--- config.mk ---
export PLATFORM = sky130hd
export DESIGN_NAME = status_frame_deframer_top_flat
export DESIGN_NICKNAME = d
export VERILOG_FILES = /design/src/rtl/core/sfd_pkg.sv /design/src/rtl/core/sfd_item_if.sv /design/src/rtl/core/sfd_result_if.sv /design/src/rtl/core/sfd_in_stage.sv /design/src/rtl/core/sfd_core.sv /design/src/rtl/core/sfd_out_stage.sv /design/src/rtl/core/status_frame_deframer_top.sv /design/src/flat_wrapper.sv
export SDC_FILE = /design/constraint.sdc
export NUM_CORES = 1
export LEC_CHECK = 0
export ABC_CLOCK_PERIOD_IN_PS = 3600
export BUFFER_PORTS_ARGS = -buffer_cell sky130_fd_sc_hd__buf_2
export CORE_UTILIZATION = 59
export DETAILED_ROUTE_END_ITERATION = 7
export PLACE_DENSITY = 0.81
export SYNTH_ARGS = -nofsm -noshare
export SYNTH_HDL_FRONTEND = slang
export SYNTH_HIERARCHICAL = 1
export SYNTH_SLANG_ARGS = --single-unit
--- constraint.sdc ---
create_clock -name clk_i -period 3.6 [get_ports clk_i]
set_input_delay 0.72 -clock clk_i [delete_from_list [all_inputs] [get_ports clk_i]]
set_output_delay 0.72 -clock clk_i [all_outputs]
set_load 0.05 [all_outputs]
--- src/rtl/core/sfd_pkg.sv ---
package sfd_pkg;

  localparam int unsigned FrameBytesDef = 8;
  localparam logic [7:0]  HeaderRst     = 8'hF0;
  localparam logic [6:0]  CsumMask      = 7'h7F;
  localparam int unsigned CmdBytes      = 3;

  localparam logic FuncByte  = 1'b0;
  localparam logic FuncFetch = 1'b1;

  typedef enum logic [1:0] {
    ST_NONE     = 2'd0,
    ST_ACCEPT   = 2'd1,
    ST_CSUM_ERR = 2'd2,
    ST_REJECT   = 2'd3
  } status_e;

  typedef struct packed {
    logic       func;
    logic [7:0] byte_value;
  } item_t;

  typedef struct packed {
    status_e     frame_status;
    logic        cmd_valid;
    logic [23:0] cmd_value;
  } result_t;

endpackage

--- src/rtl/core/sfd_item_if.sv ---
interface sfd_item_if;
  logic              valid;
  logic              ready;
  sfd_pkg::item_t    data;

  modport source (output valid, output data, input ready);
  modport sink   (input valid, input data, output ready);
endinterface

--- src/rtl/core/sfd_result_if.sv ---
interface sfd_result_if;
  logic              valid;
  logic              ready;
  sfd_pkg::result_t  data;

  modport source (output valid, output data, input ready);
  modport sink   (input valid, input data, output ready);
endinterface

--- src/rtl/core/sfd_in_stage.sv ---
module sfd_in_stage (
  input  logic               clk_i,
  input  logic               rst_ni,
  sfd_item_if.sink           s_item,
  input  logic               adv_i,
  output logic               vld_o,
  output sfd_pkg::item_t     item_o
);

  logic           vld_q, vld_d;
  sfd_pkg::item_t item_q;

  // take a new transfer whenever the held item is empty or moving on
  assign s_item.ready = !vld_q || adv_i;
  assign vld_d        = s_item.valid || (vld_q && !adv_i);

  always_ff @(posedge clk_i or negedge rst_ni) begin
    if (!rst_ni) begin
      vld_q <= 1'b0;
    end else begin
      vld_q <= vld_d;
    end
  end

  always_ff @(posedge clk_i) begin
    if (s_item.valid && s_item.ready) begin
      item_q <= s_item.data;
    end
  end

  assign vld_o  = vld_q;
  assign item_o = item_q;

endmodule

--- src/rtl/core/sfd_core.sv ---
module sfd_core #(
  parameter int unsigned FRAME_BYTES = sfd_pkg::FrameBytesDef
) (
  input  logic               clk_i,
  input  logic               rst_ni,
  input  logic               cfg_we_i,
  input  logic [7:0]         cfg_wdata_i,
  input  logic               step_i,
  input  sfd_pkg::item_t     item_i,
  output sfd_pkg::result_t   res_o
);

  localparam int unsigned PhW = $clog2(FRAME_BYTES);
  localparam logic [PhW-1:0] LastPhase = PhW'(FRAME_BYTES - 1);

  logic [7:0]     header_q;
  logic [PhW-1:0] phase_q, phase_d;
  logic [7:0]     sum_q, sum_d;
  logic [sfd_pkg::CmdBytes-1:0][7:0] held_q;
  logic [23:0]    latched_q, latched_d;
  logic           pending_q, pending_d;
  logic           data_byte;
  logic [7:0]     byte_b;

  assign byte_b = item_i.byte_value;

  always_comb begin
    phase_d   = phase_q;
    sum_d     = sum_q;
    latched_d = latched_q;
    pending_d = pending_q;
    data_byte = 1'b0;
    res_o     = '{frame_status: sfd_pkg::ST_NONE, cmd_valid: 1'b0, cmd_value: 24'd0};
    if (item_i.func == sfd_pkg::FuncFetch) begin
      if (pending_q) begin
        res_o.cmd_valid = 1'b1;
        res_o.cmd_value = latched_q;
        pending_d       = 1'b0;
      end
    end else if (phase_q == '0) begin
      if (byte_b == header_q) begin
        sum_d   = 8'd0;
        phase_d = PhW'(1);
      end else begin
        res_o.frame_status = sfd_pkg::ST_REJECT;
      end
    end else if (phase_q < LastPhase) begin
      data_byte = 1'b1;
      sum_d     = sum_q + byte_b;
      phase_d   = phase_q + PhW'(1);
    end else if (phase_q == LastPhase) begin
      if (byte_b == {1'b0, sum_q[6:0] & sfd_pkg::CsumMask}) begin
        latched_d          = held_q;
        pending_d          = 1'b1;
        res_o.frame_status = sfd_pkg::ST_ACCEPT;
        res_o.cmd_value    = held_q;
      end else begin
        res_o.frame_status = sfd_pkg::ST_CSUM_ERR;
      end
      phase_d = '0;
      sum_d   = 8'd0;
    end else begin
      // unreachable phase: fall back to header hunt
      phase_d = '0;
      sum_d   = 8'd0;
    end
  end

  always_ff @(posedge clk_i or negedge rst_ni) begin
    if (!rst_ni) begin
      header_q  <= sfd_pkg::HeaderRst;
      phase_q   <= '0;
      sum_q     <= 8'd0;
      latched_q <= 24'd0;
      pending_q <= 1'b0;
    end else begin
      if (cfg_we_i) begin
        header_q <= cfg_wdata_i;
      end
      if (step_i) begin
        phase_q   <= phase_d;
        sum_q     <= sum_d;
        latched_q <= latched_d;
        pending_q <= pending_d;
      end
    end
  end

  // capture command bytes 1..3 as they arrive
  always_ff @(posedge clk_i) begin
    for (int k = 0; k < sfd_pkg::CmdBytes; k++) begin
      if (step_i && data_byte && phase_q == PhW'(k + 1)) begin
        held_q[k] <= byte_b;
      end
    end
  end

  a_phase_bound : assert property (@(posedge clk_i) disable iff (!rst_ni)
    phase_q <= LastPhase)
    else $error("frame phase beyond last byte");

  a_accept_latch : assert property (@(posedge clk_i) disable iff (!rst_ni)
    step_i && res_o.frame_status == sfd_pkg::ST_ACCEPT
      |=> pending_q && latched_q == $past(res_o.cmd_value))
    else $error("accepted frame not latched as pending");

  a_fetch_clear : assert property (@(posedge clk_i) disable iff (!rst_ni)
    step_i && item_i.func == sfd_pkg::FuncFetch |=> !pending_q)
    else $error("fetch left command pending");

  a_reject_idle : assert property (@(posedge clk_i) disable iff (!rst_ni)
    step_i && res_o.frame_status == sfd_pkg::ST_REJECT |=> phase_q == '0)
    else $error("rejected byte moved frame phase");

endmodule

--- src/rtl/core/sfd_out_stage.sv ---
module sfd_out_stage (
  input  logic               clk_i,
  input  logic               rst_ni,
  input  logic               step_i,
  input  sfd_pkg::result_t   res_i,
  output logic               room_o,
  sfd_result_if.source       m_result
);

  logic             vld_q;
  sfd_pkg::result_t res_q;

  // room when empty or the waiting result leaves this cycle
  assign room_o = !vld_q || m_result.ready;

  always_ff @(posedge clk_i or negedge rst_ni) begin
    if (!rst_ni) begin
      vld_q <= 1'b0;
    end else if (room_o) begin
      vld_q <= step_i;
    end
  end

  always_ff @(posedge clk_i) begin
    if (step_i) begin
      res_q <= res_i;
    end
  end

  assign m_result.valid = vld_q;
  assign m_result.data  = res_q;

endmodule

--- src/rtl/core/status_frame_deframer_top.sv ---
// Status frame deframer. Received bytes (func = 0) are searched for a frame of
// FRAME_BYTES bytes opening with the header byte held in the configuration
// register (0xF0 after reset); the last byte must equal the 8-bit sum of the
// data bytes masked to 7 bits. A good frame latches data bytes 1..3 (byte 1 in
// bits 7..0) as the pending command, replacing any unfetched one; a fetch item
// (func = 1) returns and clears it. Every item gives exactly one result. An
// item passes an input register and a result register. While the result
// side is ready, one item per cycle is sustained, as the frame phase, running
// sum and command registers update as each item steps. Ready depends
// combinationally on the result ready through both stages.
module status_frame_deframer_top #(
  parameter int unsigned FRAME_BYTES = sfd_pkg::FrameBytesDef
) (
  input  logic          clk_i,
  input  logic          rst_ni,
  input  logic          cfg_we_i,
  input  logic [7:0]    cfg_wdata_i,
  sfd_item_if.sink      s_item,
  sfd_result_if.source  m_result
);

  logic             in_vld;
  sfd_pkg::item_t   item;
  sfd_pkg::result_t res;
  logic             room;
  logic             step;

  assign step = in_vld && room;

  sfd_in_stage u_in (
    .clk_i  (clk_i),
    .rst_ni (rst_ni),
    .s_item (s_item),
    .adv_i  (step),
    .vld_o  (in_vld),
    .item_o (item)
  );

  sfd_core #(
    .FRAME_BYTES (FRAME_BYTES)
  ) u_core (
    .clk_i       (clk_i),
    .rst_ni      (rst_ni),
    .cfg_we_i    (cfg_we_i),
    .cfg_wdata_i (cfg_wdata_i),
    .step_i      (step),
    .item_i      (item),
    .res_o       (res)
  );

  sfd_out_stage u_out (
    .clk_i    (clk_i),
    .rst_ni   (rst_ni),
    .step_i   (step),
    .res_i    (res),
    .room_o   (room),
    .m_result (m_result)
  );

endmodule

--- src/flat_wrapper.sv ---
// flat-port wrapper written by rule: the top's interface ports become plain ports
module status_frame_deframer_top_flat 
#(
  parameter int unsigned FRAME_BYTES = sfd_pkg::FrameBytesDef
)
  (clk_i, rst_ni, cfg_we_i, cfg_wdata_i, s_item_valid, s_item_data, s_item_ready, m_result_valid, m_result_data, m_result_ready);
  sfd_item_if s_item_i ();
  sfd_result_if m_result_i ();
  input  logic clk_i;
  input  logic rst_ni;
  input  logic cfg_we_i;
  input  logic [7:0] cfg_wdata_i;
  input wire logic [$bits(s_item_i.valid)-1:0] s_item_valid;
  input wire logic [$bits(s_item_i.data)-1:0] s_item_data;
  output wire logic [$bits(s_item_i.ready)-1:0] s_item_ready;
  output wire logic [$bits(m_result_i.valid)-1:0] m_result_valid;
  output wire logic [$bits(m_result_i.data)-1:0] m_result_data;
  input wire logic [$bits(m_result_i.ready)-1:0] m_result_ready;
  assign s_item_i.valid = s_item_valid;
  assign s_item_i.data = s_item_data;
  assign s_item_ready = s_item_i.ready;
  assign m_result_valid = m_result_i.valid;
  assign m_result_data = m_result_i.data;
  assign m_result_i.ready = m_result_ready;
  status_frame_deframer_top #(.FRAME_BYTES(FRAME_BYTES)) u_core (.clk_i(clk_i), .rst_ni(rst_ni), .cfg_we_i(cfg_we_i), .cfg_wdata_i(cfg_wdata_i), .s_item(s_item_i), .m_result(m_result_i));
endmodule
==> flow_metrics.tcl, run 1 <==
set metrics [dict create \
    p_switching_mw 0.872 \
    areaGrowthSynthToFinish_pct 12.3 \
    cap_viol_max_count 0 \
    num_rows 31 \
    postSynthCellCount 262 \
    ctsHoldBuffers 0 \
    worst_hold_depth 1 \
    routed_antenna_nets 0 \
    finalCriticalPeriod_ns 2.52 \
    synth_seq_area_share_pct 66.9 \
    tightestPinTransition_ns 1.04 \
    violations "design-rule violations" \
    grt_pass1_wl_um 11500 \
    cts.sinks 105 \
    dp.final_hpwl_um 4820 \
    cts_made_buffers 9 \
    dr_total_vias 2355 \
    tritoncts "done" \
    synth.lib_cells_used.distinct 45 \
    mappedNetlistNets 297 \
    source_to_sink_clock_delay_at_the_later_pin_of_the_worst_skew_pair_ns 0.36 \
    port_buffer_count 50 \
    drt_pass1_iterations 6 \
    ctsRootBufferMaster "clkbuf_8" \
    ys_ff_latch 105 \
    stdcell_area_um2 4920 \
    clock_tree.buffer_depth 2 \
    die_area_um2 7780 \
    worstReg2RegEnd "u_core/u_out/m_result.data[22]" \
    worst_ep_arrival_time_ns 1.80 \
    placed_cell_areas_um2 4720 \
    fin_tns_setup_ns 0 \
    pwr_density_cell_nw_per_um2 589 \
    grt-ovfl-total 0 \
    total_routed_length_um 7110 \
    final-hold-violation-count 0 \
    place.gp.congestion 0.864 \
    syn-mean-instance-area_um2 16.7 \
    path_clk_slew_ns 0.09 \
    most_used_flip_flop_cell_after_synthesis "edfxtp_1" \
    ios 51 \
    grt_antenna_before_repair 0 \
    part_of_the_power_in_registers_pct 52.1 \
    max-slew-margin-rel_pct 31.0 \
    timing.setup.critical_path_class "input port to output pin" \
    vdd_ir_drop_max_v 0.000328 \
    die_h_um 88.2 \
    power.combinational.fraction_pct 22.7 \
    critical_path.max_fanout 11 \
    worst_setup_path_end_kind "output pin" \
    drt-initial-drc-count 127 \
    internal_power_mw 2.03 \
    final_net_count 351 \
    detail_route.vias_per_cell 5.61 \
    area_used_by_multi_input_combinational_logic_um2 1380 \
    start_util_pct 60.8 \
    slowest_stage "and2_1" \
    fraction_of_final_layout_cells_with_drive_strength_greater_than_1_pct 35.2 \
    drv_slew 0 \
    pin_count_of_the_biggest_net_entering_global_routing 46 \
    worst_slack_ns 1.08 \
    detail_route.wl_per_cell_um 16.9 \
    switching_share_pct 30.1 \
    vias_in_the_first_global_route 2264 \
    worst_hold_path_endpoint "u_core/u_core/sum_q[2]" \
    crit_chain "buf_2 > nand2b_4 > and2_1 > nand2b_4 > buf_2" \
    fill_cells 499 \
    power_frac_clock_pct 25.2 \
    htree_num_levels 3 \
    setup.reg_to_reg.worst_slack_ns 1.10 \
    ff_latch_area_um2 2930 \
    yosysWarnings 6 \
    power.static_leakage_nw 2.13 \
    setup_violations 0 \
    crit_path_start_kind "input port" \
    critical_path.reg2reg.startpoint "u_core/u_in/item_o[2]" \
    rsz0062_at_grt "no" \
    diodes 0 \
    synth_area_um2 4390 \
    synth_async_sr_flop_share_pct 42.9 \
    globalRouteTotalUtil_pct 21.0 \
    ctsResizeCount 0 \
    worst_clock_skew_ns 0.0106 \
    critPathRequiredTime_ns 2.88 \
    cts.repair_timing.setup_buffer_count 0 \
    run_status "finished with violations" \
    preCtsSetupSlack_ns 0.874 \
    core_area_um2 7210 \
    worstHoldStart "u_core/u_core/sum_q[2]" \
    drc 2 \
    min_period_over_period_pct 70.0 \
    timing.reg2reg.worst_path_depth 6 \
    chipWidth_um 88.2 \
    max_freq_mhz 397 \
    count_of_flip_flops_with_a_built_in_enable_after_synthesis 60 \
    max_stage_delay_ns 0.40 \
    worst_hold_path_type "register to register" \
]
-- synth_stat cells, types with 3 or more instances --
master    instances  area share [%]
a21oi_1           5            0.57
nor3_1            4            0.46
clkbuf_1          4            0.34
xnor2_1          12             2.4
a211oi_1          4            0.68
mux2_2           13             3.3
a21o_1            3            0.51
dfstp_2           4             2.4
and3_1            3            0.43
o21ai_0           5            0.57
ha_1             12             3.4
edfxtp_1         60              41
mux2_4           20             6.8
inv_1             4            0.34
a22o_1           29             5.8
dfrtp_1          41              23
nor2b_1           3            0.43
-- metal layers --
layer / part of all wire [%] / GRT usage, % / up-vias
li1: - / - / 1106
met1: 45 / 27.7 / 1173
met2: 49 / 33.6 / 66
met3: 4.8 / 5.04 / 10
met4: 1.9 / 8.80 / 0
met5: 0 / 0 / -
-- stage by stage --
step	total power, mW	instances	hold WS [ns]	utilization (%)
global placement	2.17	404	0.469	65.4
CTS	2.92	420	0.505	68.3
detailed placement	2.19	404	0.476	65.4
finish	2.90	420	0.511	68.3
floorplan	2.03	262	0.424	-
global route	3.05	420	0.512	68.3
-- power groups by stage --
stage	Clock, mW	Combinational, mW	Sequential [mW]
after global placement	0	0.635	1.53
after CTS	0.751	0.660	1.51
after floorplan	0	0.373	1.66
after global routing	0.794	0.723	1.53
after detailed placement	0	0.657	1.54
final	0.731	0.658	1.51
-- layout by cell type (no fill, tap or decap), types with 2 or more instances in the layout --
cell,instances
nor2_4,2
edfxtp_1,60
nand4_1,2
nor2b_1,3
buf_4,2
nor3_1,4
mux2_4,20
nand2b_1,2
clkbuf_8,11
inv_1,4
nor4_1,2
nand2b_4,2
and3_1,3
xnor2_1,12
buf_2,50
a21o_1,3
dfstp_2,4
o21ai_0,5
a211oi_1,4
ha_1,12
mux2_2,13
dfrtp_1,41
and2_1,2
a22o_1,29
a21oi_1,5
-- cells by family after synthesis --
kind of cell | count (synthesis) | synth area share [%]
flops | 105 | 66.9
compound gates | 51 | 9.04
mux | 34 | 10.4
simple gates | 34 | 5.76
buf+inv | 13 | 1.65
fa+ha+maj | 13 | 3.88
xor+xnor | 12 | 2.40
-- worst max-delay path: cells and delay by family --
family	cells	cell delay [ns]
buffers and inverters	2	0.33
AND/OR/NAND/NOR	3	0.74
-- worst max-delay path by stage --
stage | startpoint | slack, ns | cells past startpoint | endpoint
after floorplan | m_result_ready | 0.83 | 5 | u_core/u_core/held_q[0]
after global placement | m_result_ready | 0.99 | 6 | u_core/u_core/latched_q[16]
after detailed placement | m_result_ready | 0.87 | 6 | u_core/u_core/latched_q[5]
after CTS | m_result_ready | 1.05 | 5 | s_item_ready
after global routing | m_result_ready | 1.00 | 5 | s_item_ready
final | m_result_ready | 1.08 | 5 | s_item_ready
-- registers in the layout (all words and copies together), names as in the netlist --
name,cells
u_core/u_in/item_o,9
u_core/u_core/phase_q,3
u_core/u_core/header_q,8
u_core/u_core/sum_q,7
u_core/u_out/m_result.valid,1
u_core/u_out/m_result.data,27
u_core/u_core/pending_q,1
u_core/u_core/latched_q,24
u_core/u_in/vld_o,1
u_core/u_core/held_q,24
-- final cells by class --
type	instances	area share (%)
Clock inverter	4	1.04
Inverter	4	0.305
Sequential cell	105	59.6
Multi-Input combinational cell	144	28.0
Tap cell	99	2.52
Timing Repair Buffer	52	5.39
Clock buffer	12	3.15
Note: power is estimated with default switching activity, not from simulation.
==> run 2, diff against run 1 <==
--- a/config.mk
+++ b/config.mk
@@ -5,11 +5,11 @@
 export SDC_FILE = /design/constraint.sdc
 export NUM_CORES = 1
 export LEC_CHECK = 0
-export ABC_CLOCK_PERIOD_IN_PS = 3600
+export ABC_CLOCK_PERIOD_IN_PS = 2100
 export BUFFER_PORTS_ARGS = -buffer_cell sky130_fd_sc_hd__buf_2
-export CORE_UTILIZATION = 59
+export CORE_UTILIZATION = 52
 export DETAILED_ROUTE_END_ITERATION = 7
-export PLACE_DENSITY = 0.81
+export PLACE_DENSITY = 0.75
 export SYNTH_ARGS = -nofsm -noshare
 export SYNTH_HDL_FRONTEND = slang
 export SYNTH_HIERARCHICAL = 1
==> constraint.sdc (replaced) <==
create_clock -name clk_i -period 2.1 [get_ports clk_i]
set_input_delay 0.42 -clock clk_i [delete_from_list [all_inputs] [get_ports clk_i]]
set_output_delay 0.42 -clock clk_i [all_outputs]
set_load 0.05 [all_outputs]
==> run 2 against run 1 <==
The run now ends clean. Global-route usage down 2.0 points. Register-to-register slack worse by 1.0 ns. Worst setup slack got worse by 0.99 ns. Hold slack worse by 0.38 ns. Clock-buffer cell count shrank 2. Largest power group unchanged.
==> flow_metrics.tcl, run 2 (synthesis results as in run 1) <==
set metrics [dict create \
    critical_path.reg2reg.startpoint "u_core/u_in/item_o[0]" \
    cts.sinks 105 \
    ctsRootBufferMaster "clkbuf_8" \
    setup_violations 0 \
    power.combinational.fraction_pct 26.1 \
    crit_path_start_kind "register" \
    min_period_over_period_pct 95.6 \
    fraction_of_final_layout_cells_with_drive_strength_greater_than_1_pct 41.6 \
    final-hold-violation-count 0 \
    vdd_ir_drop_max_v 0.000463 \
    grt_antenna_before_repair 0 \
    cell_family_with_the_largest_share_of_critical_path_delay "compound AO/OA/AOI/OAI gates" \
    worstReg2RegEnd "u_core/u_core/sum_q[6]" \
    start_util_pct 53.7 \
    clock_tree.buffer_depth 2 \
    drc 0 \
    globalRouteTotalUtil_pct 19.0 \
    die_area_um2 8810 \
    part_of_the_power_in_registers_pct 51.2 \
    tightestPinTransition_ns 0.602 \
    num_rows 33 \
    dr_total_vias 2421 \
    timing.setup.critical_path_class "register to register" \
    final_net_count 371 \
    layout.cells.non_filler 446 \
    source_to_sink_clock_delay_at_the_later_pin_of_the_worst_skew_pair_ns 0.36 \
    core_area_um2 8180 \
    total_routed_length_um 7460 \
    timing.reg2reg.worst_path_depth 7 \
    utilization_pct 62.8 \
    worst_setup_path_end_kind "register" \
    power.static_leakage_nw 2.22 \
    critPathRequiredTime_ns 2.34 \
    htree_num_levels 3 \
    worst_ep_arrival_time_ns 2.25 \
    cap_viol_max_count 0 \
    flip_flop_count_of_the_largest_register_after_layout 27 \
    drt-initial-drc-count 61 \
    pwr_density_cell_nw_per_um2 976 \
    design_power_total_mw 5.01 \
    pin_count_of_the_biggest_net_entering_global_routing 46 \
    max_freq_mhz 498 \
    path_clk_slew_ns 0.10 \
    max-slew-margin-rel_pct 59.9 \
    detail_route.wl_per_cell_um 16.7 \
    most_common_cell_after_layout_fill_and_taps_aside "edfxtp_1" \
    p_switching_mw 1.60 \
    worst_hold_path_type "input port to async pin" \
    max_stage_delay_ns 0.41 \
    internal_power_mw 3.42 \
    chipWidth_um 93.8 \
    dp.final_hpwl_um 5120 \
    critical_path.max_fanout 3 \
    cts_made_buffers 9 \
    most-common-layout-cells "edfxtp_1, buf_2, dfrtp_1, a22o_1, mux2_4" \
    routed_antenna_nets 0 \
    tritoncts "done" \
    drt_pass1_iterations 4 \
    die_h_um 93.8 \
    rsz0062_at_grt "yes" \
    critPathBufInv 0 \
    crit_chain "ha_2 > fa_2 > a211oi_2 > nor2_2 > mux2i_1 > a211oi_1 > a211o_1" \
    areaGrowthSynthToFinish_pct 17.0 \
    grt_pass1_wl_um 12100 \
    setup.reg_to_reg.worst_slack_ns 0.09 \
    grt-ovfl-total 0 \
    vias_in_the_first_global_route 2423 \
    finalCriticalPeriod_ns 2.01 \
    run_status "completed" \
    finalHoldWorstSlack_ns 0.134 \
    drv_slew 0 \
    power_frac_clock_pct 22.6 \
    switching_share_pct 31.9 \
    detail_route.vias_per_cell 5.43 \
    port_buffer_count 50 \
    placed_cells 429 \
    slowest_stage "edfxtp_1" \
    place.gp.congestion 0.879 \
    diodes 0 \
    fin_tns_setup_ns 0 \
    worst_clock_skew_ns 0.0117 \
    ios 51 \
]
-- run 2: changes by cell type in the layout (fill, tap and decap cells not counted), moves of 2 or more --
cell	change
buf_4	+17
buf_12	+3
and3_1	-2
clkbuf_8	-2
ha_1	-2
-- run 2: what timing repair did --
item | 4_1_cts | 5_1_grt
hold buffers | 0 | 0
buffers inserted | 0 | 1
resized for setup | 0 | 9
endpoints found under the setup margin | 0 | 16
-- run 2: final cells by class --
class | instances | area (um^2)
flip-flops and latches | 105 | 2930
clock buffers | 10 | 128
inverters | 4 | 15.0
multi-input cells | 144 | 1420
well taps | 105 | 131
fillers | 647 | 3040
clock inverters | 6 | 48.8
repair buffers | 72 | 453
-- run 2: through the flow --
step	setup WS [ns]	cell area, um^2
after floorplan	0.0114	4390
after global routing	0.0140	5130
after detailed placement	0.0503	4910
final	0.0923	5130
after global placement	0.0683	4910
after CTS	0.0171	5090
-- run 2: worst max-delay path by stage --
stage | from | endpoint | slack (ns) | cells after the start
2_1_floorplan | u_core/u_out/m_result.valid | u_core/u_core/held_q[0] | 0.01 | 5
3_3_place_gp | u_core/u_in/item_o[0] | u_core/u_core/sum_q[6] | 0.07 | 7
3_5_place_dp | u_core/u_in/item_o[0] | u_core/u_core/sum_q[6] | 0.05 | 7
4_1_cts | u_core/u_in/item_o[0] | u_core/u_core/sum_q[6] | 0.02 | 7
5_1_grt | u_core/u_in/item_o[5] | u_core/u_out/m_result.data[11] | 0.01 | 7
6_report | u_core/u_in/item_o[0] | u_core/u_core/sum_q[6] | 0.09 | 7
-- run 2: routing by layer --
metal,vias to the layer above,share of wire (%),global-route usage [%]
li1,1153,-,-
met1,1192,45,24.3
met2,59,49,31.1
met3,17,3.3,3.24
met4,0,2.7,9.87
met5,-,0,0
-- run 2: power by group through the flow --
stage	registers [mW]	clock network [mW]	logic [mW]
2_1_floorplan	2.84	0	0.642
3_3_place_gp	2.60	0	1.23
3_5_place_dp	2.61	0	1.26
4_1_cts	2.56	1.17	1.26
5_1_grt	2.60	1.25	1.43
6_report	2.57	1.13	1.31
==> run 3, diff against run 2 <==
--- a/config.mk
+++ b/config.mk
@@ -5,6 +5,7 @@
 export SDC_FILE = /design/constraint.sdc
 export NUM_CORES = 1
 export LEC_CHECK = 0
+export ABC_AREA = 1
 export ABC_CLOCK_PERIOD_IN_PS = 2100
 export BUFFER_PORTS_ARGS = -buffer_cell sky130_fd_sc_hd__buf_2
 export CORE_UTILIZATION = 52
==> run 3 against run 2 <==
Total power increased by 3.0%. Clock-buffer cell count unchanged. Sequential share of layout area about the same.
==> flow_metrics.tcl, run 3 <==
set metrics [dict create \
    drc 0 \
    flip_flop_count_of_the_largest_register_after_layout 27 \
    synth_seq_area_share_pct 65.9 \
    cts_made_buffers 9 \
    tritoncts "done" \
    pwr_density_cell_nw_per_um2 1010 \
    placed_cell_areas_um2 4910 \
    detail_route.vias_per_cell 5.10 \
    synth.lib_cells_used.distinct 31 \
    core_area_um2 8260 \
    utilization_pct 62.2 \
    port_buffer_count 50 \
    grt_pass1_wl_um 13400 \
    die_h_um 94.5 \
    worst_hold_path_type "input port to async pin" \
    postSynthCellCount 408 \
    max_freq_mhz 494 \
    synth_area_leaders "edfxtp_1, dfrtp_1, nand2_1" \
    final_net_count 507 \
    cts.sinks 105 \
    synth_commonest_cells "nand2_1, edfxtp_1, inv_1" \
    most_used_flip_flop_cell_after_synthesis "edfxtp_1" \
    post-synth-top-area-cell "edfxtp_1" \
    cap_viol_max_count 0 \
    chipWidth_um 94.5 \
    die_area_um2 8930 \
    worstReg2RegEnd "u_core/u_out/m_result.data[3]" \
    ys_ff_latch 105 \
    slowest_stage "edfxtp_1" \
    diodes 0 \
    drt_pass1_iterations 5 \
    areaGrowthSynthToFinish_pct 15.3 \
    rsz0062_at_grt "no" \
    mappedNetlistNets 443 \
    stdcell_area_um2 5130 \
    most_common_cell_after_layout_fill_and_taps_aside "nand2_1" \
    worst_setup_path_end_kind "register" \
    detail_route.wl_per_cell_um 14.0 \
    yosysWarnings 6 \
    yosys.area.top_type_share_pct 40.5 \
    clock_tree.buffer_depth 2 \
    crit_path_start "u_core/u_in/item_o[3]" \
    min_period_over_period_pct 96.4 \
    synth_area_um2 4450 \
    critical_path.reg2reg.startpoint "u_core/u_in/item_o[3]" \
    crit_chain "ha_1 > nor2_1 > nand2_1 > nor2_2 > nand4_1 > buf_4 > o21ai_0" \
    num_rows 33 \
    source_to_sink_clock_delay_at_the_later_pin_of_the_worst_skew_pair_ns 0.37 \
    fill_cells 647 \
    max_stage_delay_ns 0.51 \
    worst_ep_arrival_time_ns 2.20 \
    finalCriticalPeriod_ns 2.02 \
    syn-mean-instance-area_um2 10.9 \
    critical_path.max_fanout 24 \
    route.layer.met1.wl_um 3620 \
    dr_wl_met3_um 320 \
    tightestPinTransition_ns 0.538 \
    fin_tns_setup_ns 0 \
    path_clk_slew_ns 0.11 \
    fraction_of_final_layout_cells_with_drive_strength_greater_than_1_pct 23.1 \
    drt-initial-drc-count 186 \
    final-hold-violation-count 0 \
    dr_total_vias 2971 \
    place.gp.congestion 0.894 \
    synth_async_sr_flop_share_pct 42.9 \
    power.static_leakage_nw 2.33 \
    vias_in_the_first_global_route 2859 \
    vdd_ir_drop_max_v 0.000524 \
    grt-ovfl-total 0 \
    dp.final_hpwl_um 5720 \
    start_util_pct 53.9 \
    timing.reg2reg.worst_path_depth 7 \
    run_status "completed" \
    ctsRootBufferMaster "clkbuf_8" \
    highest_layer "met4" \
    route.met2.wl_um 4060 \
    ios 51 \
    timing.setup.critical_path_class "register to register" \
    critPathRequiredTime_ns 2.27 \
    globalRouteTotalUtil_pct 20.4 \
    setup.reg_to_reg.worst_slack_ns 0.08 \
    worst_clock_skew_ns 0.0105 \
    synth_most_common_cell "nand2_1" \
    grt_antenna_before_repair 0 \
    design_power_total_mw 5.16 \
    pin_count_of_the_biggest_net_entering_global_routing 49 \
    most-common-layout-cells "nand2_1, edfxtp_1, buf_2, inv_1, dfrtp_1" \
    routed_antenna_nets 0 \
    setup_violations 0 \
    drv_slew 0 \
    htree_num_levels 3 \
    total_routed_length_um 8180 \
    crit_path_start_kind "register" \
    ctsResizeCount 0 \
    count_of_flip_flops_with_a_built_in_enable_after_synthesis 60 \
    max-slew-margin-rel_pct 64.2 \
]
[run 3: changes by cell type in the layout (fill, tap and decap cells not counted), sizes merged, moves of 5 or more]
cell / change
o21ai: +47
a22o: -29
nand2: +109
xnor2: -7
nor2: +18
nand3: +18
inv: +47
nand2b: -5
mux2: -29
buf: -9
[run 3: stage by stage]
step	std cells	hold slack [ns]	worst slack, ns
3_3_place_gp	564	0.433	0.209
5_1_grt	582	0.0477	0.00540
3_5_place_dp	564	0.437	0.157
4_1_cts	580	0.0274	0.0902
6_report	582	0.0187	0.0764
2_1_floorplan	408	0.124	0.0172
[run 3: layer usage]
layer / GRT usage (%) / up-vias
met5: 0 / -
met1: 25.3 / 1412
li1: - / 1470
met4: 9.09 / 0
met2: 34.8 / 72
met3: 3.86 / 17
[run 3: worst max-delay path, delay by kind of cell (launching register included)]
kind	cells	cell delay, ns
fa+ha+maj	1	0.39
flops	1	0.51
buf+inv	1	0.23
simple gates	4	0.41
compound gates	1	0.28
[run 3: worst max path at each step]
stage	to	slack [ns]	depth (start not counted)
floorplan	u_core/u_core/latched_q[12]	0.02	8
global placement	u_core/u_out/m_result.data[3]	0.21	7
detailed placement	u_core/u_core/held_q[7]	0.16	9
CTS	u_core/u_out/m_result.data[3]	0.09	7
global route	u_core/u_core/latched_q[12]	0.005	10
finish	u_core/u_out/m_result.data[3]	0.08	7
[run 3: cells by family (layout without fill, tap and decap cells)]
group	count (synthesis)	count (layout)	share of synthesized area, %
and+or+nand+nor	158	158	15.0
AOI/OAI and AO/OA	61	61	7.34
buffers and inverters	62	131	5.82
DFF	105	105	65.9
adders and majority gates	13	13	3.82
muxes	4	4	1.01
xor gates and xnor gates	5	5	1.15
[run 3: area by class of cell]
cell class | count | area, um^2 | share of cell area (%)
Timing Repair Buffer | 63 | 373 | 7.26
Multi-Input combinational cell | 241 | 1290 | 25.1
Clock buffer | 10 | 138 | 2.68
Sequential cell | 105 | 2930 | 57.2
Tap cell | 105 | 131 | 2.56
Clock inverter | 6 | 72.6 | 1.41
Inverter | 52 | 199 | 3.88
[run 3: repair_timing]
item / in CTS / in global routing
hold buffers: 0 / 0
setup buffers: 0 / 2
hold endpoints to repair: 0 / 0
setup endpoints to repair: 0 / 1
[run 3: where the power goes]
part           switching (mW)  internal, mW
Clock                   0.713         0.601
Sequential              0.132          2.44
Combinational           0.873         0.406
